--- src/rtl/core/format_spec_parser_defines.svh ---
// format_spec_parser_defines.svh: assertion macros for the format parser
// expects clk and rst_n in the scope of every use
`ifndef FORMAT_SPEC_PARSER_DEFINES_SVH
`define FORMAT_SPEC_PARSER_DEFINES_SVH

// same-cycle implication, held off while in reset
`define FSP_ASSERT_IMP(lbl, ante, cons, msg) \
  lbl: assert property (@(posedge clk) disable iff (!rst_n) (ante) |-> (cons)) \
    else $error(msg);

// next-cycle implication, held off while in reset
`define FSP_ASSERT_NXT(lbl, ante, cons, msg) \
  lbl: assert property (@(posedge clk) disable iff (!rst_n) (ante) |=> (cons)) \
    else $error(msg);

`endif

--- src/rtl/core/fsp_pkg.sv ---
// fsp_pkg: types and constants shared by the format specifier parser
// no dependencies
package fsp_pkg;

  // input item as it arrives on the input channel
  typedef struct packed {
    logic              req_type;
    logic [7:0]        format_byte;
    logic signed [31:0] star_value;
  } in_item_t;

  // result item
  typedef struct packed {
    logic [1:0]         kind;
    logic [7:0]         byte_out;
    logic [9:0]         flag_bits;
    logic [30:0]        field_width;
    logic signed [31:0] field_precision;
  } out_item_t;

  // byte classes found by the front end
  typedef enum logic [3:0] {
    CLS_NUL,
    CLS_STAR,
    CLS_DOT,
    CLS_ZERO,
    CLS_DIGIT,
    CLS_FLAG,
    CLS_LMOD,
    CLS_HMOD,
    CLS_CONV,
    CLS_OTHER
  } cls_t;

  // classified item handed from front to back through the queue
  typedef struct packed {
    logic              req_type;
    cls_t              cls;
    logic [3:0]        digit;
    logic [5:0]        flag_set;
    logic [7:0]        format_byte;
    logic signed [31:0] star_value;
  } q_item_t;

  // result kinds
  localparam logic [1:0] KIND_LIT  = 2'd0;
  localparam logic [1:0] KIND_REQ  = 2'd1;
  localparam logic [1:0] KIND_DESC = 2'd2;
  localparam logic [1:0] KIND_END  = 2'd3;

  // characters of interest
  localparam logic [7:0] CH_NUL   = 8'h00;
  localparam logic [7:0] CH_STAR  = 8'h2A;
  localparam logic [7:0] CH_DOT   = 8'h2E;
  localparam logic [7:0] CH_PCT   = 8'h25;
  localparam logic [7:0] CH_0     = 8'h30;
  localparam logic [7:0] CH_1     = 8'h31;
  localparam logic [7:0] CH_9     = 8'h39;
  localparam logic [7:0] CH_MINUS = 8'h2D;
  localparam logic [7:0] CH_HASH  = 8'h23;
  localparam logic [7:0] CH_APOS  = 8'h27;
  localparam logic [7:0] CH_SPACE = 8'h20;
  localparam logic [7:0] CH_PLUS  = 8'h2B;
  localparam logic [7:0] CH_L     = 8'h6C;
  localparam logic [7:0] CH_H     = 8'h68;
  localparam logic [7:0] CH_C     = 8'h63;
  localparam logic [7:0] CH_D     = 8'h64;
  localparam logic [7:0] CH_I     = 8'h69;
  localparam logic [7:0] CH_U     = 8'h75;
  localparam logic [7:0] CH_S     = 8'h73;
  localparam logic [7:0] CH_X     = 8'h78;
  localparam logic [7:0] CH_XU    = 8'h58;
  localparam logic [7:0] CH_O     = 8'h6F;
  localparam logic [7:0] CH_P     = 8'h70;
  localparam logic [7:0] CH_N     = 8'h6E;

  // flag bit masks
  localparam logic [9:0] F_MINUS = 10'h001;
  localparam logic [9:0] F_ZERO  = 10'h002;
  localparam logic [9:0] F_HASH  = 10'h004;
  localparam logic [9:0] F_APOS  = 10'h008;
  localparam logic [9:0] F_SPACE = 10'h010;
  localparam logic [9:0] F_PLUS  = 10'h020;
  localparam logic [9:0] F_L     = 10'h040;
  localparam logic [9:0] F_LL    = 10'h080;
  localparam logic [9:0] F_H     = 10'h100;
  localparam logic [9:0] F_HH    = 10'h200;

  localparam logic [30:0]        SAT31     = 31'h7FFF_FFFF;
  localparam logic signed [31:0] PREC_NONE = -32'sd1;

endpackage

--- src/rtl/core/fsp_front.sv ---
// fsp_front: input register and byte classification
// depends on fsp_pkg
module fsp_front (
  input  logic             clk,
  input  logic             rst_n,
  input  logic             in_valid,
  output logic             in_stall,
  input  fsp_pkg::in_item_t in_data,
  output logic             push_valid,
  output fsp_pkg::q_item_t push_item,
  input  logic             q_full
);
  import fsp_pkg::*;

  logic     front_valid_r, front_valid_nxt;
  q_item_t  front_item_r, front_item_nxt;
  logic     take;

  // decode one format byte into its class and flag mask
  always_comb begin
    front_item_nxt             = '0;
    front_item_nxt.req_type    = in_data.req_type;
    front_item_nxt.format_byte = in_data.format_byte;
    front_item_nxt.star_value  = in_data.star_value;
    front_item_nxt.digit       = 4'(in_data.format_byte - CH_0);
    front_item_nxt.flag_set    = '0;
    unique case (in_data.format_byte) inside
      CH_NUL:       front_item_nxt.cls = CLS_NUL;
      CH_STAR:      front_item_nxt.cls = CLS_STAR;
      CH_DOT:       front_item_nxt.cls = CLS_DOT;
      CH_0:         front_item_nxt.cls = CLS_ZERO;
      [CH_1:CH_9]:  front_item_nxt.cls = CLS_DIGIT;
      CH_MINUS: begin
        front_item_nxt.cls      = CLS_FLAG;
        front_item_nxt.flag_set = F_MINUS[5:0];
      end
      CH_HASH: begin
        front_item_nxt.cls      = CLS_FLAG;
        front_item_nxt.flag_set = F_HASH[5:0];
      end
      CH_APOS: begin
        front_item_nxt.cls      = CLS_FLAG;
        front_item_nxt.flag_set = F_APOS[5:0];
      end
      CH_SPACE: begin
        front_item_nxt.cls      = CLS_FLAG;
        front_item_nxt.flag_set = F_SPACE[5:0];
      end
      CH_PLUS: begin
        front_item_nxt.cls      = CLS_FLAG;
        front_item_nxt.flag_set = F_PLUS[5:0];
      end
      CH_L:         front_item_nxt.cls = CLS_LMOD;
      CH_H:         front_item_nxt.cls = CLS_HMOD;
      CH_PCT, CH_C, CH_D, CH_I, CH_U, CH_S, CH_X, CH_XU, CH_O, CH_P, CH_N:
                    front_item_nxt.cls = CLS_CONV;
      default:      front_item_nxt.cls = CLS_OTHER;
    endcase
  end

  // one-entry stage, drains into the queue whenever it has room
  assign in_stall   = front_valid_r && q_full;
  assign take       = in_valid && !in_stall;
  assign push_valid = front_valid_r && !q_full;
  assign push_item  = front_item_r;

  always_comb begin
    front_valid_nxt = front_valid_r;
    if (take) begin
      front_valid_nxt = 1'b1;
    end else if (push_valid) begin
      front_valid_nxt = 1'b0;
    end
  end

  always_ff @(posedge clk) begin
    if (!rst_n) begin
      front_valid_r <= 1'b0;
    end else begin
      front_valid_r <= front_valid_nxt;
    end
  end

  always_ff @(posedge clk) begin
    if (take) begin
      front_item_r <= front_item_nxt;
    end
  end

endmodule

--- src/rtl/core/fsp_queue.sv ---
// fsp_queue: two-entry queue between the classifier and the parser
// depends on fsp_pkg
module fsp_queue (
  input  logic             clk,
  input  logic             rst_n,
  input  logic             push_valid,
  input  fsp_pkg::q_item_t push_item,
  output logic             full,
  output logic             pop_valid,
  output fsp_pkg::q_item_t pop_item,
  input  logic             pop
);
  import fsp_pkg::*;

  q_item_t     slot_r [2];
  logic        wr_ptr_r, wr_ptr_nxt;
  logic        rd_ptr_r, rd_ptr_nxt;
  logic [1:0]  cnt_r, cnt_nxt;
  logic        do_push, do_pop;

  assign full      = (cnt_r == 2'd2);
  assign pop_valid = (cnt_r != 2'd0);
  assign pop_item  = slot_r[rd_ptr_r];
  assign do_push   = push_valid && !full;
  assign do_pop    = pop && pop_valid;

  // pointer and count update
  always_comb begin
    wr_ptr_nxt = do_push ? !wr_ptr_r : wr_ptr_r;
    rd_ptr_nxt = do_pop  ? !rd_ptr_r : rd_ptr_r;
    cnt_nxt    = cnt_r;
    if (do_push && !do_pop) begin
      cnt_nxt = cnt_r + 2'd1;
    end else if (do_pop && !do_push) begin
      cnt_nxt = cnt_r - 2'd1;
    end
  end

  always_ff @(posedge clk) begin
    if (!rst_n) begin
      wr_ptr_r <= 1'b0;
      rd_ptr_r <= 1'b0;
      cnt_r    <= 2'd0;
    end else begin
      wr_ptr_r <= wr_ptr_nxt;
      rd_ptr_r <= rd_ptr_nxt;
      cnt_r    <= cnt_nxt;
    end
  end

  // storage, no reset needed
  always_ff @(posedge clk) begin
    if (do_push) begin
      slot_r[wr_ptr_r] <= push_item;
    end
  end

endmodule

--- src/rtl/core/fsp_back.sv ---
// fsp_back: specifier state machine, digit accumulator and output register
// depends on fsp_pkg and format_spec_parser_defines.svh
`include "format_spec_parser_defines.svh"

module fsp_back (
  input  logic              clk,
  input  logic              rst_n,
  input  logic              q_valid,
  input  fsp_pkg::q_item_t  q_item,
  output logic              pop,
  output logic              out_valid,
  input  logic              out_stall,
  output fsp_pkg::out_item_t out_data
);
  import fsp_pkg::*;

  typedef enum logic [2:0] {
    M_LIT,
    M_SPEC,
    M_WDIG,
    M_PSTART,
    M_PDIG,
    M_WSTAR,
    M_PSTAR
  } mode_t;

  mode_t              mode_r, mode_nxt;
  logic [9:0]         flags_r, flags_nxt;
  logic [30:0]        width_r, width_nxt;
  logic signed [31:0] prec_r, prec_nxt;
  logic [30:0]        acc_r, acc_nxt;
  logic               out_valid_r, out_valid_nxt;
  out_item_t          out_item_r, out_item_nxt;

  logic        emit;
  out_item_t   res;
  logic        do_spec;
  logic        is_dig;
  logic [34:0] acc_sum;
  logic [30:0] acc_sat;
  logic        neg;
  logic [31:0] neg_val;
  logic        byte_in_wait;
  logic        desc_out;

  // a new item is taken whenever the output register is free or drains
  assign pop = q_valid && (!out_valid_r || !out_stall);

  assign is_dig = (q_item.cls == CLS_ZERO) || (q_item.cls == CLS_DIGIT);

  // acc * 10 + digit, saturating at 2^31-1
  assign acc_sum = {1'b0, acc_r, 3'b000} + {3'b000, acc_r, 1'b0} + 35'(q_item.digit);
  assign acc_sat = (acc_sum > 35'(SAT31)) ? SAT31 : acc_sum[30:0];

  assign neg     = q_item.star_value[31];
  assign neg_val = 32'(32'sd0 - q_item.star_value);

  // parse step for the item at the queue head
  always_comb begin
    mode_nxt  = mode_r;
    flags_nxt = flags_r;
    width_nxt = width_r;
    prec_nxt  = prec_r;
    acc_nxt   = acc_r;
    emit      = 1'b0;
    res       = '0;
    do_spec   = 1'b0;

    if (q_item.req_type) begin
      // star value answers a pending request, otherwise ignored
      if (mode_r == M_WSTAR) begin
        if (neg) begin
          flags_nxt = flags_r | F_MINUS;
          width_nxt = (q_item.star_value == 32'sh8000_0000) ? SAT31 : neg_val[30:0];
        end else begin
          width_nxt = q_item.star_value[30:0];
        end
        mode_nxt = M_SPEC;
      end else if (mode_r == M_PSTAR) begin
        prec_nxt = neg ? PREC_NONE : q_item.star_value;
        mode_nxt = M_SPEC;
      end
    end else begin
      unique case (mode_r)
        M_SPEC: do_spec = 1'b1;
        M_WDIG: begin
          if (is_dig) begin
            acc_nxt = acc_sat;
          end else begin
            width_nxt = acc_r;
            do_spec   = 1'b1;
          end
        end
        M_PSTART: begin
          if (q_item.cls == CLS_STAR) begin
            mode_nxt     = M_PSTAR;
            emit         = 1'b1;
            res.kind     = KIND_REQ;
            res.byte_out = CH_STAR;
          end else if (is_dig) begin
            acc_nxt  = 31'(q_item.digit);
            mode_nxt = M_PDIG;
          end else begin
            prec_nxt = '0;
            do_spec  = 1'b1;
          end
        end
        M_PDIG: begin
          if (is_dig) begin
            acc_nxt = acc_sat;
          end else begin
            prec_nxt = {1'b0, acc_r};
            do_spec  = 1'b1;
          end
        end
        M_WSTAR, M_PSTAR: begin
          // format bytes are dropped while a star value is awaited
        end
        M_LIT: begin
          if (q_item.cls == CLS_NUL) begin
            emit     = 1'b1;
            res.kind = KIND_END;
          end else if (q_item.format_byte == CH_PCT) begin
            flags_nxt = '0;
            width_nxt = '0;
            prec_nxt  = PREC_NONE;
            mode_nxt  = M_SPEC;
          end else begin
            emit         = 1'b1;
            res.kind     = KIND_LIT;
            res.byte_out = q_item.format_byte;
          end
        end
        default: mode_nxt = M_LIT;
      endcase

      // byte handled as part of a specifier
      if (do_spec) begin
        mode_nxt = M_SPEC;
        unique case (q_item.cls)
          CLS_NUL: begin
            mode_nxt = M_LIT;
            emit     = 1'b1;
            res.kind = KIND_END;
          end
          CLS_STAR: begin
            mode_nxt     = M_WSTAR;
            emit         = 1'b1;
            res.kind     = KIND_REQ;
            res.byte_out = CH_STAR;
          end
          CLS_DIGIT: begin
            acc_nxt  = 31'(q_item.digit);
            mode_nxt = M_WDIG;
          end
          CLS_DOT:  mode_nxt = M_PSTART;
          CLS_ZERO: flags_nxt = flags_r | F_ZERO;
          CLS_FLAG: flags_nxt = flags_r | {4'b0000, q_item.flag_set};
          CLS_LMOD: flags_nxt = flags_r | ((flags_r & F_L) != '0 ? F_LL : F_L);
          CLS_HMOD: flags_nxt = flags_r | ((flags_r & F_H) != '0 ? F_HH : F_H);
          CLS_CONV: begin
            mode_nxt            = M_LIT;
            emit                = 1'b1;
            res.kind            = KIND_DESC;
            res.byte_out        = q_item.format_byte;
            res.flag_bits       = flags_r;
            res.field_width     = width_nxt;
            res.field_precision = prec_nxt;
          end
          CLS_OTHER: begin
            mode_nxt     = M_LIT;
            emit         = 1'b1;
            res.kind     = KIND_LIT;
            res.byte_out = q_item.format_byte;
          end
          default: mode_nxt = M_LIT;
        endcase
      end
    end
  end

  // output register
  always_comb begin
    out_valid_nxt = out_valid_r;
    out_item_nxt  = out_item_r;
    if (pop && emit) begin
      out_valid_nxt = 1'b1;
      out_item_nxt  = res;
    end else if (!out_stall) begin
      out_valid_nxt = 1'b0;
    end
  end

  // parse state and registered outputs
  always_ff @(posedge clk) begin
    if (!rst_n) begin
      mode_r      <= M_LIT;
      flags_r     <= '0;
      width_r     <= '0;
      prec_r      <= PREC_NONE;
      acc_r       <= '0;
      out_valid_r <= 1'b0;
      out_item_r  <= '0;
    end else begin
      if (pop) begin
        mode_r  <= mode_nxt;
        flags_r <= flags_nxt;
        width_r <= width_nxt;
        prec_r  <= prec_nxt;
        acc_r   <= acc_nxt;
      end
      out_valid_r <= out_valid_nxt;
      out_item_r  <= out_item_nxt;
    end
  end

  assign out_valid = out_valid_r;
  assign out_data  = out_item_r;

  // checks
  assign byte_in_wait = pop && !q_item.req_type && ((mode_r == M_WSTAR) || (mode_r == M_PSTAR));
  assign desc_out     = pop && emit && (res.kind == KIND_DESC);

  `FSP_ASSERT_NXT(a_star_wait_silent, byte_in_wait, !out_valid_r, "star wait produced an item")
  `FSP_ASSERT_NXT(a_desc_closes_spec, desc_out, mode_r == M_LIT, "descriptor left spec open")
  `FSP_ASSERT_IMP(a_prec_floor, prec_r[31], prec_r == PREC_NONE, "precision below minus one")

endmodule

--- src/rtl/core/format_spec_parser.sv ---
// format_spec_parser: top level of the printf format specifier parser
// depends on fsp_pkg, fsp_front, fsp_queue, fsp_back
//
//   channel | direction | handshake            | payload
//   in_     | input     | in_valid / in_stall   | fsp_pkg::in_item_t
//   out_    | output    | out_valid / out_stall | fsp_pkg::out_item_t
//
// one item per cycle sustained while the output does not stall; an item passes
// the front register, the two-entry queue and the output register on its way to a result
// the back end parses one item per cycle unless stalled; its path is one x10 add and compare
// reset is synchronous, active low, and puts the parser in literal mode
// a stalled output holds the back end; the queue then fills and in_stall rises
module format_spec_parser (
  input  logic               clk,
  input  logic               rst_n,
  input  logic               in_valid,
  output logic               in_stall,
  input  fsp_pkg::in_item_t  in_data,
  output logic               out_valid,
  input  logic               out_stall,
  output fsp_pkg::out_item_t out_data
);
  import fsp_pkg::*;

  logic    push_valid;
  q_item_t push_item;
  logic    q_full;
  logic    q_valid;
  q_item_t q_item;
  logic    pop;

  // classifier
  fsp_front u_front (
    .clk        (clk),
    .rst_n      (rst_n),
    .in_valid   (in_valid),
    .in_stall   (in_stall),
    .in_data    (in_data),
    .push_valid (push_valid),
    .push_item  (push_item),
    .q_full     (q_full)
  );

  // decoupling queue
  fsp_queue u_queue (
    .clk        (clk),
    .rst_n      (rst_n),
    .push_valid (push_valid),
    .push_item  (push_item),
    .full       (q_full),
    .pop_valid  (q_valid),
    .pop_item   (q_item),
    .pop        (pop)
  );

  // parser and output register
  fsp_back u_back (
    .clk       (clk),
    .rst_n     (rst_n),
    .q_valid   (q_valid),
    .q_item    (q_item),
    .pop       (pop),
    .out_valid (out_valid),
    .out_stall (out_stall),
    .out_data  (out_data)
  );

endmodule

--- config.mk ---
export PLATFORM = sky130hd
export DESIGN_NAME = format_spec_parser
export DESIGN_NICKNAME = d
export VERILOG_FILES = /design/src/rtl/core/fsp_pkg.sv /design/src/rtl/core/fsp_front.sv /design/src/rtl/core/fsp_queue.sv /design/src/rtl/core/fsp_back.sv /design/src/rtl/core/format_spec_parser.sv
export VERILOG_INCLUDE_DIRS = /design/src /design/src/rtl/core
export SDC_FILE = /design/constraint.sdc
export NUM_CORES = 1
export LEC_CHECK = 0
export BUFFER_PORTS_ARGS = -buffer_cell sky130_fd_sc_hd__buf_2
export CORE_AREA = 2 2 133 264
export DETAILED_ROUTE_END_ITERATION = 6
export DIE_AREA = 0 0 135 266
export GPL_ROUTABILITY_DRIVEN = 1
export PLACE_DENSITY = 0.68
export SYNTH_ARGS = -nofsm -noshare
export SYNTH_HDL_FRONTEND = slang
export SYNTH_SLANG_ARGS = --single-unit
export TNS_END_PERCENT = 20
--- constraint.sdc ---
create_clock -name clk -period 4.4 [get_ports clk]
set_input_delay 0.88 -clock clk [delete_from_list [all_inputs] [get_ports clk]]
set_output_delay 0.88 -clock clk [all_outputs]
set_load 0.02 [all_outputs]
# After elaboration in Yosys (flattened, before gate mapping)
# Memory sizes are Yosys's and may differ from the RTL's. A register that Yosys moved wholly into a read port is not among the register bits.
# Index checks and enable logic that the tools add are counted.
totals:
  ff_bits: 251
  ramBits: 110
  out_inout_bits: 85
  wordCells: 205
  n_memories: 1
mem_list:
  columns: ["name", "words", "word_bits", "rd", "rd_ports_with_merged_regs", "write_ports", "line_no", "rtl"]
  rows:
  - ["u_queue.slot_r", 2, 55, 1, 1, 1, "fsp_queue.sv:15", "q_item_t slot_r [2];"]
classes:
  addsub: 6
  n_lt_le_gt_ge: 3
  n_eq_ne: 51
  mux: 78
  n_bitwise: 4
  n_reduce_logical: 39
ops:
  columns: ["op", "count"]
  rows:
  - ["31-bit 2-to-1 mux", 13]
  - ["32-bit 2-to-1 mux", 9]
  - ["83-bit 2-to-1 mux", 2]
  - ["31-bit one-hot mux with 2 select lines", 2]
  - ["8-bit by 7-bit == test with 1-bit output, second input constant", 12]
  - ["32-bit one-hot mux with 3 select lines", 1]
  - ["8-bit by 6-bit == test with 1-bit output, second input constant", 10]
  - ["73-bit 2-to-1 mux", 1]
  - ["10-bit 2-to-1 mux", 6]
  - ["10-bit one-hot mux with 4 select lines", 1]
  - ["4-bit one-hot mux with 9 select lines", 1]
  - ["34-bit by 32-bit adder with 35-bit output", 1]
  - ["35-bit by 4-bit adder with 35-bit output", 1]
  - ["35-bit by 31-bit > comparator with 1-bit output, second input constant", 1]
  - ["32-bit == test, second input constant", 1]
  - ["1-bit by 31-bit subtractor with 31-bit output, first input constant", 1]
  - ["6-bit one-hot mux with 5 select lines", 1]
  - ["3-bit 2-to-1 mux", 8]
  - ["8-bit 2-to-1 mux", 3]
  - ["10-bit bitwise OR", 2]
  - ["10-bit one-hot mux with 2 select lines", 1]
  - ["1-bit 2-to-1 mux", 19]
  - ["4-bit by 3-bit == test with 1-bit output, second input constant", 4]
  - ["8-bit one-hot mux with 2 select lines", 1]
  - ["other kinds (43)", 79]

# Logic depth before layout (Yosys ltp)
# Gate-level depths: netlist (run 1).
depth:
  word_depth: 10
  ltp_mapped: 18
  mapped_depth_nobuf: 15

# Cells and area by module
# A second synthesis (run 1) with hierarchy kept.
hier_totals:
  cells_unflattened: 1814
  area_unflattened_um2: 18057.3
modules_own_cells:
  columns: ["module", "instances", "cells_per_inst", "area_each_um2", "seq_area_each_um2"]
  rows:
  - ["fsp_back", 1, 1497, 11870.1, 3823.7]
  - ["fsp_queue", 1, 196, 4220.3, 3403.3]
  - ["fsp_front", 1, 121, 1966.9, 1521.5]

# Worst setup path after synthesis (run 1)
# Ideal clock, no wire load.
synth_path:
  path_kind: "reg2reg"
  from: "register (tool-made name)"
  to: "register u_back.width_r[15]"
  arrival_time_ns: 3.862
  setup_slack_ns: 0.473
  stages_incl_launch_ff: 18
  path_buffers: 8
  cell_sequence: "dfxtp_1 buf_2 buf_4 buf_2 buf_4 buf_2 buf_2 mux2i_1 ha_1 o211ai_1 or4_1 buf_2 nor3_4 a41oi_4 buf_6 a221oi_1 a21oi_1 nor2_1"
synth_lines:
  columns: ["element", "line_no", "rtl"]
  rows:
  - ["to (signal assigned)", "fsp_back.sv:208", "width_r <= width_nxt;"]
  - ["to (decl)", "fsp_back.sv:29", "logic [30:0] width_r, width_nxt;"]

==> results of run 1 <==
==> where the power goes <==
group          switching (mW)  internal (mW)  leakage (nW)
clock                    1.21           1.48         0.475
combinational            1.73          0.902          3.97
sequential              0.173           3.71          3.00
total                    3.11           6.10          7.44
==> sequential cells by signal, indices dropped and copies added (netlist names), named ones only <==
| name | cells |
|---|---|
| u_back.acc_r | 31 |
| u_queue.cnt_r | 2 |
| u_back.out_data | 83 |
| u_back.width_r | 31 |
| u_back.flags_r | 10 |
| u_queue.wr_ptr_r | 1 |
| u_queue.slot_r | 100 |
| u_front.front_valid_r | 1 |
| u_front.push_item | 50 |
| u_queue.rd_ptr_r | 1 |
| u_back.mode_r | 3 |
| u_back.out_valid | 1 |
| u_back.prec_r | 32 |
==> per-stage QoR <==
step,instance area (um2),utilization [%],instances,setup slack (ns)
2_1_floorplan,17000,-,1690,0.473
3_3_place_gp,18200,53.2,2194,0.590
3_5_place_dp,18200,53.2,2194,0.503
4_1_cts,19200,56.2,2250,0.449
5_1_grt,19200,56.2,2250,0.225
6_report,19200,56.2,2250,0.385
==> cells in the mapped netlist (31+ instances only) <==
| cell | n |
|---|---|
| sky130_fd_sc_hd__o21ai_1 | 75 |
| sky130_fd_sc_hd__edfxtp_1 | 150 |
| sky130_fd_sc_hd__ha_1 | 63 |
| sky130_fd_sc_hd__nand2_1 | 212 |
| sky130_fd_sc_hd__xnor2_1 | 33 |
| sky130_fd_sc_hd__mux2i_1 | 31 |
| sky130_fd_sc_hd__a21oi_1 | 148 |
| sky130_fd_sc_hd__clkbuf_1 | 81 |
| sky130_fd_sc_hd__o21ai_0 | 70 |
| sky130_fd_sc_hd__nor2_1 | 112 |
| sky130_fd_sc_hd__a221oi_1 | 50 |
| sky130_fd_sc_hd__dfxtp_1 | 197 |
==> layout make-up <==
type                       instances  area share [%]
timing repair buffer             170            5.17
inverter                          18           0.353
clock buffer                      35            4.18
sequential                       347            44.1
tap                              441            2.88
multi-input combinational       1218            42.3
clock inverter                    21            1.02
==> layer usage <==
layer,vias up,track usage [%],part of all wire [%]
li1,6557,-,-
met1,6602,31.4,39
met5,-,0,0
met2,541,46.1,51
met4,0,12.2,4.9
met3,121,3.18,5.8
==> logic make-up (layout without fill, tap and decap cells) <==
kind of cell	after synthesis	after routing
fa+ha+maj	65	65
mux	62	62
simple gates	469	469
flops	347	347
compound gates	562	562
buf+inv	125	244
xor+xnor	60	60
==> worst paths after layout <==
kind	from	endpoint	slack (ns)	cells past startpoint
setup / recovery	register	u_back.acc_r[0]	0.39	13
hold / removal	u_back.out_data[52]	u_back.out_data[52]	0.44	2
setup reg to reg	register	u_back.acc_r[0]	0.39	13
hold reg to reg	u_back.out_data[52]	u_back.out_data[52]	0.44	2
==> critical path: cells and delay by family, from the launching register on <==
| kind | cells | cell delay (ns) |
|---|---|---|
| simple gates | 2 | 0.51 |
| compound gates | 6 | 1.21 |
| buf+inv | 1 | 0.20 |
| mux | 2 | 0.60 |
| flops | 1 | 0.38 |
| fa+ha+maj | 2 | 0.96 |
==> impl.org, run 1 <==
** Logic synthesis
- In the synthesized netlist, mux cells make up 3.99% of the area.
- Gate count after technology mapping :: 1,690
- Counting flops with a built-in enable in the synthesized netlist gives 150.
- After synthesis, the largest family of logic cells by area is compound AO/OA/AOI/OAI gates.
- Adder-cell share of the synthesized area :: 4.87%
- The most used flip-flop cell after synthesis is sky130_fd_sc_hd__dfxtp_1.
- In the post-synthesis netlist, the biggest area contributors are sky130_fd_sc_hd__edfxtp_1, sky130_fd_sc_hd__dfxtp_1, sky130_fd_sc_hd__nand2_1, sky130_fd_sc_hd__ha_1, sky130_fd_sc_hd__a21oi_1.
- Number of nets in the synthesized netlist :: 1,800
- Counting flops with an async set or reset pin after synthesis yields a share of 0%.
- Area share of the leading cell type in the synthesized netlist :: 26.5%
- Post-Synthesis Cell Area :: 0.0170 mm2
- Count of state elements after synthesis :: 347
- Number of distinct library cells after synthesis :: 85
- Post-synthesis sequential area ratio :: between 40 and 50%
- Syn_area_per_cell :: 10.1 um2
- Yosys warnings :: 0
- Of the total synthesized cell area, the portion taken by AND, OR, NAND and NOR gates is 12.6%.
- Xor and xnor fraction of the mapped netlist area :: 3.09%
- Cell accounting for the most synthesized area :: sky130_fd_sc_hd__edfxtp_1
- The synthesized netlist devotes a little under a quarter of its cell area to compound gates.

** Routing
- Drt initial violations :: 956
- Detailed Routing Iterations Pass 1 :: 5
- Total wire length after detailed routing :: 47,200 um
- Total number of vias :: 13,821
- In the routed design, unresolved DRC markers number 0.
- Vias per cell :: 6.14
- Number of routed nets with antenna violations :: 0
- Wire per inst :: 21.0 um

** Final layout
- Summing all flip-flop and latch instances after layout gives between 0.008 and 0.009 mm2.
- Synthesis-to-finish area growth :: 12.6%
- Antenna Diode Count :: 0
- Fill cells in the final layout number slightly above 3,000.
- Summing all multi-input logic gate instances after layout gives between 0.008 and 0.009 mm2.
- Leaving out fill and tap cells, the most frequent cell in the layout is sky130_fd_sc_hd__nand2_1.
- Fraction of layout instances using a drive strength above 1 :: roughly 17%
- Number of nets in the layout :: 1,895
- Commonest cells after routing, fill and taps aside :: sky130_fd_sc_hd__nand2_1, sky130_fd_sc_hd__dfxtp_1, sky130_fd_sc_hd__edfxtp_1, sky130_fd_sc_hd__a21oi_1, sky130_fd_sc_hd__buf_2

** Placement
- Routability Congestion :: 0.939
- Detailed placement ended at an HPWL of 34,300 um.
- Input and output buffers added on the ports amount to 129.

** Floorplan
- Total I/O pin count :: 130
- After floorplanning, the core was sized to cover between 0.03 and 0.04 mm2.
- The die covers 0.0359 mm2.
- Number of rows in the core area :: between 90 and 100
- The floorplan step set the die width to 135 um.
- Die height :: 266 um
- Starting density of the core :: 49.9%

** Hold path
- The path class of the tightest hold or removal check is reg -> reg.

** Global routing
- Entering global routing, the biggest net connects 66 pins.
- Vias in the first global route :: 13,452
- The first global-routing pass estimated 74,500 um of wire.
- The number of antenna violations at the first check in global routing came to 0.
- Global-route total usage across every layer :: roughly a quarter
- For this run the aggregate overflow at the end of global routing stands at 0.

** STA
- Final worst path period need :: 4.01 ns
- Max-Slew Margin vs Limit :: 14.5%
- The clock arrives with about 0.018 ns of skew.
- Unrepaired setup endpoints after global routing :: no
- Hold is met by 0.444 ns.
- Number of pins with negative max-slew slack in the final report :: 0
- Static timing analysis puts the maximum clock frequency at 249 MHz.
- Total negative slack for setup checks :: 0 ns
- Setup Viol. Count Final :: 0
- For the pin with the worst max-slew slack, the measured transition is 1.28 ns.
- In the finished design, the share of the clock period the worst path needs comes to 91.2%.
- The number of hold violations in the final report was 0.

** CTS
- Buffer cell driving the clock tree root :: sky130_fd_sc_hd__clkbuf_16
- After clock tree synthesis, the repair step resized 0 gates.
- Number of buffers inserted by post-CTS setup repair :: 0
- The number of hold buffers added after CTS was 0.
- CTS tree :: yes
- The clock drives 347 sinks.
- Number of buffers created by CTS :: 30
- At the later pin of the worst-skew pair, clock insertion delay measures 0.57 ns.
- # H-tree levels :: 1
- Post-CTS clock slew at the launch and capture registers of the worst setup and hold paths :: 0.07 ns
- The clock passes through at most 3 buffers.

** Power
- Post-layout power :: 9.21 mW
- VDD sags by at most 0.000333 V.
- PwrDens :: 481 mW/mm2
- Static Leak :: 7.44 nW

** Critical path
- Highest cell delay on the worst timing path :: ~0.5 ns
- The critical path is of the reg -> reg type.
- For the worst setup path, the data required time is 4.84 ns.
- Crit path DAT :: 4.45 ns
- Critical path peak fanout :: 31
- Kind of capture point of the worst setup path :: register
- By instance count, the cell type seen most on the critical path is sky130_fd_sc_hd__fa_1.
- Slowest cell on the critical path :: sky130_fd_sc_hd__fa_1
- Cells traversed along the worst timing path :: mux2i_1 > fa_1 > fa_1 > nor2b_1 > o2111a_1 > o2111ai_1 > nand3_1 > a21oi_1 > mux2_2 > o211ai_1 > buf_12 > o41ai_1 > a211oi_1
- The worst setup path is launched from a register.

** Job
- Across the run, the number of max-cap violations was 0.

** Outcome
- Outcome :: finished clean
No activity file was read; power rests on OpenSTA's default activity.
==> run 2: changes to the inputs <==
--- a/config.mk
+++ b/config.mk
@@ -8,6 +8,7 @@
 export LEC_CHECK = 0
 export BUFFER_PORTS_ARGS = -buffer_cell sky130_fd_sc_hd__buf_2
 export CORE_AREA = 2 2 133 264
+export CTS_BUF_LIST = sky130_fd_sc_hd__clkbuf_2
 export DETAILED_ROUTE_END_ITERATION = 6
 export DIE_AREA = 0 0 135 266
 export GPL_ROUTABILITY_DRIVEN = 1
@@ -15,4 +16,4 @@
 export SYNTH_ARGS = -nofsm -noshare
 export SYNTH_HDL_FRONTEND = slang
 export SYNTH_SLANG_ARGS = --single-unit
-export TNS_END_PERCENT = 20
+export TNS_END_PERCENT = 100
==> impl.org, run 2 (synthesized netlist as in run 1, its figures left out) <==
** Outcome
- Outcome :: finished clean

** CTS
- CTS tree :: yes
- Post-CTS clock slew at the launch and capture registers of the worst setup and hold paths :: 0.11 ns (+0.04 ns)
- The H-tree depth was 3 (+2).
- The worst-case clock buffer depth is 3 (unchanged).
- CTS sink count :: 347 (unchanged)
- The tree is rooted in a sky130_fd_sc_hd__clkbuf_2.
- The latest clock arrival within the worst-skew pair was 0.99 ns (+0.42 ns).
- Number of buffers created by CTS :: 77 (+160%)
- The number of setup buffers added after CTS came to 0 (unchanged).

** Placement
- Post-Place Cells :: 2,194 (unchanged)
- The post-place setup slack is 0.503 ns (unchanged).
- The placed wire-length estimate after detailed placement was 34,300 um (unchanged).
- The number of I/O port buffers is 129 (unchanged).
- Routability Congestion :: 0.939 (unchanged)

** Routing
- Total wire length after detailed routing :: 47,600 um (+0.83%)
- Drt initial violations :: 836 (-13%)
- The number of detailed-routing iterations run before antenna repair came to 5 (unchanged).
- The antenna violation net count after detailed routing is 0 (unchanged).
- Total number of vias :: 14,063 (+1.8%)
- The via density per instance was 6.02 (-2.0%).
- The final routed DRC violation total is 0 (unchanged).
- Wire per inst :: 20.4 um (-2.9%)

** Hold path
- The worst hold path begins at in_data[4].
- Endpoint, Worst Hold :: u_front.push_item[4]
- The hold-critical path depth is 1 (-1).
- Worst min-delay path class :: in -> reg

** Global routing
- The aggregate global routing overflow was 0 (unchanged).
- The number of antenna violations at the first check in global routing is 1 (+1).
- The first-pass GRT wire length was 75,100 um (+0.75%).
- Vias in the first global route :: 13,923 (+3.5%)
- Pin count of the biggest net entering global routing :: 66 (unchanged)
- Global-route total usage across every layer :: 26.7% (+0.55 points)

** STA
- The final setup slack of the worst path came to 0.355 ns (-0.0301 ns).
- The final period demand of the worst path was 4.04 ns (+0.0301 ns).
- The total negative slack was 0 ns (unchanged).
- The worst clock skew on the final layout came to 0.112 ns (+0.0936 ns).
- Setup Viol. Count Final :: 0 (unchanged)
- The number of hold violations in the final report is 0 (unchanged).
- The final number of max-transition violations was 0 (unchanged).
- Transition time of the tightest slew-check pin :: 1.27 ns (-0.0162 ns)
- Maximum clock frequency :: 247 MHz (-0.75%)
- Setup repair after global routing left no endpoint under its margin.
- The relative slew slack was 15.5% (+1.1 points).
- The post-route fraction of the period consumed by the critical path came to 91.9% (+0.69 points).

** Floorplan
- Number of rows in the core area :: 96 (unchanged)
- The starting density of the core is 49.9% (unchanged).
- The placeable core region is 0.0341 mm2 (unchanged).
- Total I/O pin count :: 130 (unchanged)
- The x dimension of the die is 135 um (unchanged).
- Area enclosed by the die boundary :: 0.0359 mm2 (unchanged)
- The die boundary height is 266 um (unchanged).

** Critical path
- Among the stages of the critical path, the cell type that occurs most often is sky130_fd_sc_hd__fa_1.
- Kind of capture point of the worst setup path :: register
- Critical path peak fanout :: 31 (unchanged)
- The data required time at the worst endpoint came to 5.20 ns (+0.36 ns).
- The buffering stage count on the worst path with inverters included came to 1 (unchanged).
- The length in cells of the worst reg-to-reg path was 13 (unchanged).
- The critical path is of the reg -> reg type.
- The arrival time at the worst endpoint is 4.85 ns (+0.40 ns).
- In this run the critical register-to-register path is captured at u_back.acc_r[0].
- Slowest cell on the critical path :: sky130_fd_sc_hd__fa_1
- Crit-path leading delay family :: compound AO/OA/AOI/OAI gates
- The highest cell delay on the worst timing path came to 0.50 ns (about the same).
- Cells traversed along the worst timing path :: mux2i_1 > fa_1 > fa_1 > nor2b_1 > o2111a_1 > o2111ai_1 > nand3_1 > a21oi_1 > mux2_2 > o211ai_1 > buf_12 > o41ai_1 > a211oi_1
- The slack of the worst reg-to-reg path was 0.36 ns (-0.03 ns).
- The worst setup path is launched from a register.

** Final layout
- Number of flip-flops under the largest register name :: 100 (unchanged)
- Largest Register :: u_queue.slot_r
- Number of standard cells in the layout, taps in and fillers out :: 2,336 (+3.8%)
- The share of layout cells above drive strength 1 came to 20.2% (+2.8 points).
- Final Util :: 55.6% (-0.59 points)
- Commonest cells after routing, fill and taps aside :: sky130_fd_sc_hd__nand2_1, sky130_fd_sc_hd__dfxtp_1, sky130_fd_sc_hd__edfxtp_1, sky130_fd_sc_hd__a21oi_1, sky130_fd_sc_hd__buf_2
- From synthesis to final layout, the design area changed by 11.4%.
- Number of nets in the layout :: 1,948 (+2.8%)
- Leaving out fill and tap cells, the most frequent cell in the layout is sky130_fd_sc_hd__nand2_1.

** Power
- Static Leak :: 7.52 nW (+1.1%)
- Worst VDD drop :: 0.000360 V (+8.2%)
- PwrDens :: 453 mW/mm2 (-5.7%)

** Job
- Max-capacitance violation count :: 0 (unchanged)
## run 2: cell types whose count changed in the layout (fill, tap and decap cells not counted), moves of 3 or more
cell	before	now
sky130_fd_sc_hd__clkinv_1	4	17
sky130_fd_sc_hd__dlygate4sd3_1	0	6
sky130_fd_sc_hd__clkbuf_16	31	0
sky130_fd_sc_hd__clkbuf_2	0	107
sky130_fd_sc_hd__clkbuf_1	3	0
sky130_fd_sc_hd__clkinv_4	3	0
sky130_fd_sc_hd__clkinvlp_2	4	0
## run 2: per-stage QoR
step / area (um2) / power (mW) / hold slack, ns
5_1_grt: 19000 / 9.06 / 0.0195
4_1_cts: 19000 / 8.62 / 0.000933
3_5_place_dp: 18200 / 6.53 / 0.429
6_report: 19000 / 8.60 / 0.104
3_3_place_gp: 18200 / 6.48 / 0.424
2_1_floorplan: 17000 / 5.80 / 0.421
## run 2: how the worst max path moves through the flow
stage / slack, ns / start / cells after the start / to
after global routing: 0.20 / register / 13 / u_back.acc_r[0]
after CTS: 0.40 / register / 13 / u_back.acc_r[0]
after detailed placement: 0.50 / register / 13 / u_back.acc_r[0]
after global placement: 0.59 / register / 13 / u_back.acc_r[0]
final: 0.36 / register / 13 / u_back.acc_r[0]
after floorplan: 0.47 / register / 17 / u_back.width_r[15]
## run 2: per-layer routing
| metal | track usage, % | share of wire (%) | vias up |
|---|---|---|---|
| li1 | - | - | 6705 |
| met1 | 30.8 | 38 | 6669 |
| met2 | 45.7 | 50 | 541 |
| met3 | 5.00 | 5.9 | 148 |
| met4 | 15.7 | 5.6 | 0 |
| met5 | 0 | 0 | - |
## run 2: layout make-up
| cell class | count | area, um2 |
|---|---|---|
| diodes | 2 | 5.00 |
| clock buffers | 107 | 536 |
| clock inverters | 27 | 194 |
| fillers | 3099 | 15200 |
| inverters | 18 | 67.6 |
| multi-input cells | 1218 | 8100 |
| flip-flops and latches | 347 | 8450 |
| well taps | 441 | 552 |
| repair buffers | 176 | 1050 |
## run 2: what timing repair did
item                                   in CTS  in global routing
resized for setup                           0                  0
hold buffers                                6                  0
endpoints found under the hold margin       6                  0
## run 2: power breakdown
part | switching, mW | internal (mW)
Combinational | 1.72 | 0.905
Clock | 1.25 | 0.834
Sequential | 0.173 | 3.71
Total | 3.15 | 5.45
==> run 3: changes to the inputs <==
--- a/config.mk
+++ b/config.mk
@@ -7,12 +7,14 @@
 export NUM_CORES = 1
 export LEC_CHECK = 0
 export BUFFER_PORTS_ARGS = -buffer_cell sky130_fd_sc_hd__buf_2
-export CORE_AREA = 2 2 133 264
+export CELL_PAD_IN_SITES_DETAIL_PLACEMENT = 0
+export CELL_PAD_IN_SITES_GLOBAL_PLACEMENT = 1
+export CORE_AREA = 2 2 135 269
 export CTS_BUF_LIST = sky130_fd_sc_hd__clkbuf_2
 export DETAILED_ROUTE_END_ITERATION = 6
-export DIE_AREA = 0 0 135 266
+export DIE_AREA = 0 0 137 271
 export GPL_ROUTABILITY_DRIVEN = 1
-export PLACE_DENSITY = 0.68
+export PLACE_DENSITY = 0.81
 export SYNTH_ARGS = -nofsm -noshare
 export SYNTH_HDL_FRONTEND = slang
 export SYNTH_SLANG_ARGS = --single-unit
==> impl.org, run 3 (synthesized netlist as in run 1, its figures left out) <==
** Outcome
- The run finished with clean final reports.

** Critical path
- The data required time at the worst endpoint was 5.20 ns (about the same).
- STA classifies the critical path startpoint as a register.
- In this run the critical register-to-register path is captured at u_back.acc_r[0].
- The critical path in this run is classified as reg -> reg.
- The length in cells of the worst reg-to-reg path came to 15 (+2).
- The critical path ends at u_back.acc_r[0].
- Critical path peak fanout :: 31 (unchanged)
- The arrival time at the worst endpoint was 4.84 ns (about the same).
- Kind of capture point of the worst setup path :: register
- Reg-to-reg slack, setup :: 0.36 ns (about the same)

** Global routing
- The first-pass GRT wire length came to 76,400 um (+1.7%).
- Global-route total usage across every layer :: 26.5% (-0.19 points)
- The largest net degree at the start of global routing came to 82 (+24%).
- The number of global-route vias before repair came to 14,205 (+2.0%).
- The aggregate global routing overflow was 0 (unchanged).
- The number of antenna violations at the first check in global routing is 1 (unchanged).

** Routing
- Wire per inst :: 20.4 um (+0.36%)
- The total wirelength of the detailed-routed design is 48,400 um (+1.8%).
- Number of routed nets with antenna violations :: 0 (unchanged)
- The final routed DRC violation total was 0 (unchanged).
- The vias after detailed routing is 14,168 (+0.75%).
- Drt initial violations :: 991 (+19%)
- The number of detailed-routing iterations run before antenna repair is 5 (unchanged).
- The via density per instance is 5.98 (-0.66%).

** Power
- The post-route total power was 8.57 mW (-0.34%).
- PwrDens :: 447 mW/mm2 (-1.5%)
- Worst VDD drop :: 0.000259 V (-28%)
- The cell leakage power is 7.64 nW (+1.5%).

** CTS
- Buffer cell driving the clock tree root :: sky130_fd_sc_hd__clkbuf_2
- # H-tree levels :: 3 (unchanged)
- Skew-Pair Late Insertion Delay :: 0.98 ns (about the same)
- The TritonCTS buffer count came to 78 (+1.3%).
- The TritonCTS sink count was 347 (unchanged).
- Clock Tree Buf Depth :: 3 (unchanged)
- The register clock-pin slew on the reported worst setup and hold paths was 0.12 ns (about the same).
- CTS tree :: yes

** Final layout
- Number of nets in the layout :: 1,978 (+1.5%)
- The library cell used most frequently in the layout, excluding fill and tap cells, is sky130_fd_sc_hd__nand2_1.
- Fraction of layout instances using a drive strength above 1 :: 20.4% (+0.21 points)
- Largest Register :: u_queue.slot_r
- The flip-flop count of the largest register, all copies and words added is 100 (unchanged).
- Synthesis-to-finish area growth :: 12.7%
- The filler cell count is 3,186 (+2.8%).
- In the layout the commonest cells are sky130_fd_sc_hd__nand2_1, sky130_fd_sc_hd__dfxtp_1, sky130_fd_sc_hd__edfxtp_1, sky130_fd_sc_hd__a21oi_1, sky130_fd_sc_hd__buf_2.
- Area of all sequential standard cells :: 0.00845 mm2 (unchanged)
- The total area of multi-input combinational cells was 0.00810 mm2 (unchanged).

** STA
- The highest clock rate is 248 MHz (+0.22%).
- The slew of the pin with the lowest slew margin was 1.23 ns (-0.0341 ns).
- Max-Slew Margin vs Limit :: 17.5% (+1.9 points)
- The final period demand of the worst path was 4.04 ns (-0.00878 ns).
- Number of pins with negative max-slew slack in the final report :: 0 (unchanged)
- Total negative slack for setup checks :: 0 ns (unchanged)
- The final setup slack of the worst path was 0.364 ns (+0.00878 ns).
- The post-route fraction of the period consumed by the critical path was 91.7% (-0.20 points).
- Setup Viol. Count Final :: 0 (unchanged)
- The worst hold slack across all endpoints came to 0.133 ns (+0.0290 ns).
- Worst setup skew after layout :: 0.0679 ns (-0.0438 ns)
- Number of hold-slack violations in the final timing report :: 0 (unchanged)
- Unrepaired setup endpoints after global routing :: no

** Floorplan
- Starting density of the core :: 48.7% (-1.2 points)
- Total I/O pin count :: 130 (unchanged)
- The placeable core region was 0.0350 mm2 (+2.5%).
- Number of rows in the core area :: 97 (+1.0%)
- Horizontal die dimension :: 137 um (+1.5%)
- Area enclosed by the die boundary :: 0.0371 mm2 (+3.4%)
- Die height :: 271 um (+1.9%)

** Placement
- Placement-stage worst setup slack :: 0.476 ns (-0.0274 ns)
- The placed wire-length estimate after detailed placement came to 35,000 um (+2.0%).
- Routability Congestion :: 0.871 (-7.2%)
- Number of buffers inserted by port buffering :: 129 (unchanged)

** Job
- Max-capacitance violation count :: 0 (unchanged)

** Hold path
- Worst min-delay path class :: in -> reg
==> run 3: cell types whose count changed in the layout (fill, tap and decap cells not counted) <==
cell	delta
sky130_fd_sc_hd__clkinv_1	+2
sky130_fd_sc_hd__buf_4	+11
sky130_fd_sc_hd__bufinv_16	-2
sky130_fd_sc_hd__dlygate4sd3_1	+18
sky130_fd_sc_hd__inv_2	+2
sky130_fd_sc_hd__clkbuf_2	-5
sky130_fd_sc_hd__clkinv_2	+4
sky130_fd_sc_hd__diode_2	-1
==> run 3: repair_timing <==
action	CTS	global route
buffers inserted	0	0
hold buffers	24	0
gates resized for setup	0	0
endpoints found under the hold margin	24	0
==> run 3: critical path, cell delays in order, from the launching register on <==
cell and delay, ns:
sky130_fd_sc_hd__dfxtp_4 0.40, sky130_fd_sc_hd__mux2_2 0.38, sky130_fd_sc_hd__ha_1 0.29, sky130_fd_sc_hd__ha_1 0.19, sky130_fd_sc_hd__inv_1 0.06, sky130_fd_sc_hd__fa_1 0.38
sky130_fd_sc_hd__nor2b_1 0.26, sky130_fd_sc_hd__o2111a_1 0.26, sky130_fd_sc_hd__o2111ai_1 0.21, sky130_fd_sc_hd__nand3_1 0.28, sky130_fd_sc_hd__a21oi_1 0.13, sky130_fd_sc_hd__mux2_2 0.25
sky130_fd_sc_hd__o211ai_1 0.13, sky130_fd_sc_hd__buf_12 0.20, sky130_fd_sc_hd__o41ai_1 0.37, sky130_fd_sc_hd__a211oi_1 0.11
==> run 3: layer usage <==
metal  wire length (um)  track usage (%)  vias to the layer above
li1                   -                -                     6768
met1              18300             29.9                     6730
met2              25000             46.6                      535
met3               2510             3.64                      135
met4               2620             15.5                        0
met5                  0                0                        -
==> run 3: layout make-up <==
type                    instances  share of cell area (%)
inverters                      18                   0.352
well taps                     445                    2.90
clock buffers                 102                    2.66
repair buffers                205                    6.85
multi-input cells            1218                    42.2
flip-flops and latches        347                    44.1
diodes                          1                  0.0131
clock inverters                33                   0.881
==> run 3: report_power, final <==
group | leakage, nW | internal [mW] | switching, mW | total (mW)
registers | 3.00 | 3.71 | 0.174 | 3.88
clock network | 0.512 | 0.701 | 1.27 | 1.97
logic | 4.12 | 0.964 | 1.75 | 2.71
==> run 3: worst min path at each step <==
stage,start,to,slack [ns],cells after the start
after floorplan,u_front.push_item[0],u_queue.slot_r[0][0],0.42,0
after global placement,u_front.push_item[17],u_queue.slot_r[0][17],0.42,0
after detailed placement,u_front.push_item[17],u_queue.slot_r[1][17],0.43,0
after CTS,in_data[5],u_front.push_item[5],0.004,1
after global routing,in_data[5],u_front.push_item[5],0.04,1
final,in_data[12],u_front.push_item[12],0.13,1
==> run 3: stage by stage <==
step | instances | util, % | area, um2
after detailed placement | 2209 | 52.2 | 18200
final | 2369 | 54.8 | 19200
after global routing | 2369 | 54.8 | 19200
after floorplan | 1690 | - | 17000
after global placement | 2209 | 52.2 | 18200
after CTS | 2368 | 54.8 | 19200
